$ cat config.mk
export PLATFORM = sky130hd
export DESIGN_NAME = pcr_lane
export DESIGN_NICKNAME = d
export VERILOG_FILES = /design/src/sv/pcr_pkg.sv /design/src/sv/pcr_lane.sv
export SDC_FILE = /design/constraint.sdc
export NUM_CORES = 2
export LEC_CHECK = 0
export BUFFER_PORTS_ARGS = -buffer_cell sky130_fd_sc_hd__buf_2
export CAP_MARGIN = 20
export CORE_MARGIN = 2
export CORE_UTILIZATION = 55
export CTS_BUF_LIST = sky130_fd_sc_hd__clkbuf_8
export CTS_CLUSTER_DIAMETER = 60
export DETAILED_ROUTE_END_ITERATION = 16
export PLACE_DENSITY = 0.73
export SLEW_MARGIN = 10
export SYNTH_ARGS = -nofsm -noshare
export SYNTH_HDL_FRONTEND = slang
export SYNTH_SLANG_ARGS = --single-unit
$ cat constraint.sdc
create_clock -name clock -period 10.1 [get_ports clock]
set_clock_uncertainty 0.1 [all_clocks]
set_input_delay 3.03 -clock clock [delete_from_list [all_inputs] [get_ports clock]]
set_output_delay 3.03 -clock clock [all_outputs]
set_load 0.01 [all_outputs]
$ cat src/sv/pcr_pkg.sv
package pcr_pkg;

   localparam int Lanes   = 8;
   localparam int UMaxOut = 255;

   localparam logic OP_WEIGHT = 1'b0;
   localparam logic OP_ACT    = 1'b1;

   typedef enum logic [2:0] {
      CSR_INPUT_GROUPS       = 3'd0,
      CSR_OUTPUT_GROUPS      = 3'd1,
      CSR_ROW_WIDTH          = 3'd2,
      CSR_SHIFT_AMOUNT       = 3'd3,
      CSR_SIGNED_ACTIVATIONS = 3'd4
   } csr_index_type;

   typedef struct packed {
      logic        operation;
      logic [10:0] row_index;
      logic [7:0]  lane0;
      logic [7:0]  lane1;
      logic [7:0]  lane2;
      logic [7:0]  lane3;
      logic [7:0]  lane4;
      logic [7:0]  lane5;
      logic [7:0]  lane6;
      logic [7:0]  lane7;
   } req_type;

   typedef struct packed {
      logic [2:0] out_group;
      logic [7:0] out0;
      logic [7:0] out1;
      logic [7:0] out2;
      logic [7:0] out3;
      logic [7:0] out4;
      logic [7:0] out5;
      logic [7:0] out6;
      logic [7:0] out7;
      logic       last_of_pixel;
      logic       last_of_row;
   } rsp_type;

   typedef logic signed [8:0] act_type;
   typedef logic signed [7:0] wgt_type;

   typedef struct packed {
      logic       mac_en;
      logic [2:0] mac_grp;
      logic       clr_en;
      logic [2:0] rd_grp;
   } lane_ctl_type;

   typedef struct packed {
      logic       load;
      logic [2:0] grp;
      logic       last_pixel;
      logic       last_row;
   } merge_ctl_type;

endpackage

$ cat src/sv/pcr_lane.sv
module pcr_lane import pcr_pkg::*; #(
   parameter int Depth = 8
) (
   input  logic         clock,
   input  logic         reset,
   input  lane_ctl_type ctl,
   input  act_type      act [Lanes],
   input  wgt_type      wgt [Lanes],
   output logic [31:0]  acc_rd
);

   localparam int GrpW = (Depth > 1) ? $clog2(Depth) : 1;

   logic signed [16:0] prod_ff [Lanes];
   logic signed [16:0] prod_in [Lanes];
   logic               prod_vld_ff;
   logic [GrpW-1:0]    prod_grp_ff;
   logic [31:0]        acc_ff [Depth];
   logic [31:0]        acc_in [Depth];
   logic signed [19:0] sum;

   always_comb begin
      for (int i = 0; i < Lanes; i++) begin
         prod_in[i] = act[i] * wgt[i];
      end
      sum = '0;
      for (int i = 0; i < Lanes; i++) begin
         sum = sum + 20'(prod_ff[i]);
      end
      acc_in = acc_ff;
      if (prod_vld_ff) begin
         acc_in[prod_grp_ff] = acc_ff[prod_grp_ff] + 32'(sum);
      end
      if (ctl.clr_en) begin
         acc_in[ctl.rd_grp[GrpW-1:0]] = '0;
      end
   end

   always_ff @(posedge clock) begin
      if (reset) begin
         prod_vld_ff <= 1'b0;
         for (int d = 0; d < Depth; d++) begin
            acc_ff[d] <= '0;
         end
      end else begin
         prod_vld_ff <= ctl.mac_en;
         acc_ff      <= acc_in;
      end
      if (ctl.mac_en) begin
         prod_ff     <= prod_in;
         prod_grp_ff <= ctl.mac_grp[GrpW-1:0];
      end
   end

   assign acc_rd = acc_ff[ctl.rd_grp[GrpW-1:0]];

endmodule

* After elaboration in Yosys (flattened, before gate mapping)
Index checks and enable logic that the tools add are counted.
** Operators by class
- Add/sub/neg operators :: 8
- Multiply operators :: 8
- $lt $le $gt $ge :: 4
- Mux-type cells :: 13
- Bitwise gates (word level) :: 4
- Reduce and logical (&&, ||, !) cells :: 2
** Operators by type and width (number)
- two-way mux 256 bit :: 2
- AND 256 bit :: 1
- bitwise mux 256 bit :: 1
- inverter 256 bit :: 1
- binary-select mux 32 bit (select 3 bit) :: 2
- demux 32 bit (select 3 bit) :: 2
- two-way mux 32 bit :: 6
- multiplier 9 x 8 -> 17 bit :: 8
- adder 20 x 17 -> 20 bit :: 4
- adder 32 bit :: 1
- adder 19 x 17 -> 20 bit :: 1
- adder 18 x 17 -> 19 bit :: 1
- adder 17 x 17 -> 18 bit :: 1
- >= comparator 4 bit, second input constant :: 2
- < comparator 4 x 1 -> 1 bit, second input constant :: 2
- inverter 3 -> 4 bit :: 2
- logical AND 1 bit :: 2
** Word-level totals
- Flip-flop bits (word level) :: 396
- Bits of input ports :: 146
- Output and inout port bits :: 32
- Word-level logic and storage cells :: 57

* Longest topological paths before layout
- Depth in word-level cells :: 12
- Mapped depth :: 32
- Depth with buffers taken out :: 31

* Worst setup path before layout
Ideal clock, no wire load.
- Path kind :: input-to-output
- Start :: input ctl[0] (netlist name)
- End :: output acc_rd[0]
- Arrival time :: 5.063 ns
- Data required time :: 6.970 ns
- Slack :: 1.907 ns
- Stages on the path :: 5
- Buffers on the path :: 3
- Cell sequence :: clkbuf_1 > clkbuf_1 > clkbuf_1 > mux4_2 > mux2_2
** Between the ends
- Longest elaborated chain between the ends :: 4
** RTL lines
- from (decl) :: line pcr_lane.sv:6 : input lane_ctl_type ctl,
- inverter 3 -> 4 bit (implied by the code) :: line pcr_lane.sv:55 : assign acc_rd = acc_ff[ctl.rd_grp[GrpW-1:0]];
- binary-select mux 32 bit (select 3 bit) :: line pcr_lane.sv:55
- two-way mux 32 bit (implied by the code) (2 in series) :: line pcr_lane.sv:55
- to (decl) :: line pcr_lane.sv:9 : output logic [31:0] acc_rd
No other way between the ends. The select of a mux whose other input is x is not followed.

* Final worst setup path
- Start :: input ctl[0] (netlist name)
- End :: output acc_rd[24]
Same word-level chain as after synthesis.

==> metrics.txt <==
overflow left after global routing=0; Net Count, Synth=5,461; run status=completed; RSZ-0062 raised after global routing=false; Async SR Flop Fraction=0%; CTS sink cnt=396; Global Route Usage Sum=26.99%; xor/xnor share of the synthesized area=3.687%; Buffers on Ports=177; die span in x=283.6 µm; postcts setup bufs=0; Compound-Gate Fraction of Synth Area=7.583%; fin util=59.89%; slew margin rel.=21.85%; Final Setup Violations=0; Pre-Repair DR Iteration Count=6; Initial Utilization=55.51%; max_cap viols=0; CP Max Fanout=33; hold slack=365.1 ps; Final Critical Period=8150 ps; CTS resizes=0; first-pass GRT wire length=172,700 µm; DIE AREA=80,430 µm²; count leader, synth=inv_1; vias per cell=5.558; worst skew pair latency=680 ps; synth top area cells=fa_1 28%, dfxtp_1 12%, edfxtp_1 9.7%; DRT antenna net count=0; Fmax=122.7 MHz; cell accounting for the most synthesized area=fa_1; largest family of logic cells by synthesized area=adder cells; Seq/Total Area, Yosys=21.67%; Chip Height=283.6 µm; Max clock buf depth=3; PnR worst setup slack=1950 ps; vias in the first global route=32,700; H-tree depth=3; CTS Buf Count=71; syn_area_per_cell=9.715 µm²; Fin. Hold Viols=0; post-synthesis mux area share=8.529%; IO Count=178; Post-Synth Adder-Cell Area=36.26%; Worst Setup End Kind=primary output; pre-CTS setup slack=1719 ps; setup TNS=0 ps; Seq cells post-synth=396; share of cells above drive strength 1=11.29%; dpl hpwl=79,910 µm; Nets=5,601; DRC Markers=0; Rows=102; Synthesis Warnings=0; post-synthesis simple-gate area fraction=13.94%; Final Slew Violations=0; Via Count=31,440; initial antenna violation count=2; Iter 0 DRT Violations=2,428; Area growth, synth to finish=7.894%; Final GP Congestion=0.8904; Slew @ Worst Pin=1172 ps; post-cts hold buffer count=0; period utilization=80.69%; DR WL/cell=18.70 µm; CTS tree=built; mapped cell area=43,000 µm²; Cells after Synth=4,426; Worst Setup Start Kind=input port; share of the synthesized area in the top cell type=27.65%; largest net degree at the start of global routing=86; number of flops mapped to enable cells by yosys=139; WL final=105,800 µm; top_reg_cell synth=dfxtp_1; CTS clk-pin slew, worst paths=60 ps; Clock Tree Root=clkbuf_8; CP required=6970 ps; CP Class=in -> out; post-synth cell types=65; arrival time at the worst endpoint=5020 ps; Hold Path Class=reg -> reg; Synth top cells by count=806 x inv_1, 607 x nand2_1, 594 x fa_1, 327 x and2_1, 295 x ha_1; Core ar.=77,470 µm²
flip-flops by register name (all words and copies together) (netlist names):
name / flops
acc_ff: 256
prod_ff: 136
prod_grp_ff: 3
prod_vld_ff: 1
area by class of cell:
cell class              instances  area, µm²
repair buffers                207       1155
multi-input cells            3082      30130
flip-flops and latches        396       9319
diodes                          2      5.005
inverters                     808       3033
well taps                    1040       1301
fillers                      6612      31070
clock buffers                  85       1170
clock inverters                37      281.5
placed cells by master, fill, tap and decap left out, types with 11 or more instances in the layout:
cell,instances
a21boi_0,25
clkbuf_8,85
nor2b_1,18
a21oi_1,271
dfxtp_1,257
nand3_1,24
edfxtp_1,139
inv_1,824
mux2i_1,12
mux4_2,128
o21ai_0,85
xor2_1,25
nand2_1,607
a211oi_1,37
nor3_1,13
nor2_1,144
buf_4,27
o21a_1,14
nand2b_1,96
ha_1,295
fa_1,594
xnor2_1,156
buf_2,175
and2_1,327
mux2_2,59
a31oi_1,11
o22ai_1,22
a21o_1,31
kinds of logic after synthesis:
| group | Yosys count |
|---|---|
| AO/OA/AOI/OAI | 547 |
| XOR/XNOR | 181 |
| multiplexers | 199 |
| adder cells (fa/ha/maj) | 890 |
| flip-flops | 396 |
| AND/OR/NAND/NOR | 1265 |
| buffers and inverters | 948 |
routing by layer:
metal	share of wire, %	global-route usage [%]	up-vias	routed length (µm)
met2	50	46.46	1091	53260
li1	-	-	14400	-
met3	6.7	3.786	225	7086
met1	40	35.44	15730	42070
met4	3.2	8.373	0	3377
met5	0	0	-	0
path summary, 6_finish.rpt:
path	from	endpoint	slack (ps)	depth (start not counted)
worst min-delay path	acc_ff[168]	acc_ff[168]	370	2
worst min register to register	acc_ff[168]	acc_ff[168]	370	2
worst max register to register	prod_ff[53]	acc_ff[59]	1960	30
worst max-delay path	ctl[0]	acc_rd[24]	1950	5
worst max-delay path, stage by stage:
cell	delay (ps)
buf_4	500
buf_4	480
mux4_2	550
mux2_2	280
buf_2	140
metrics by stage:
stage	instance area, µm²	std cells
global placement	44910	5531
finish	46390	5657
CTS	46360	5653
global route	46390	5657
floorplan	43000	4426
detailed placement	44910	5531
Power is left out: the tool's default activity adds up to more than one toggle a clock period on the data nets, which glitch-free logic cannot reach.
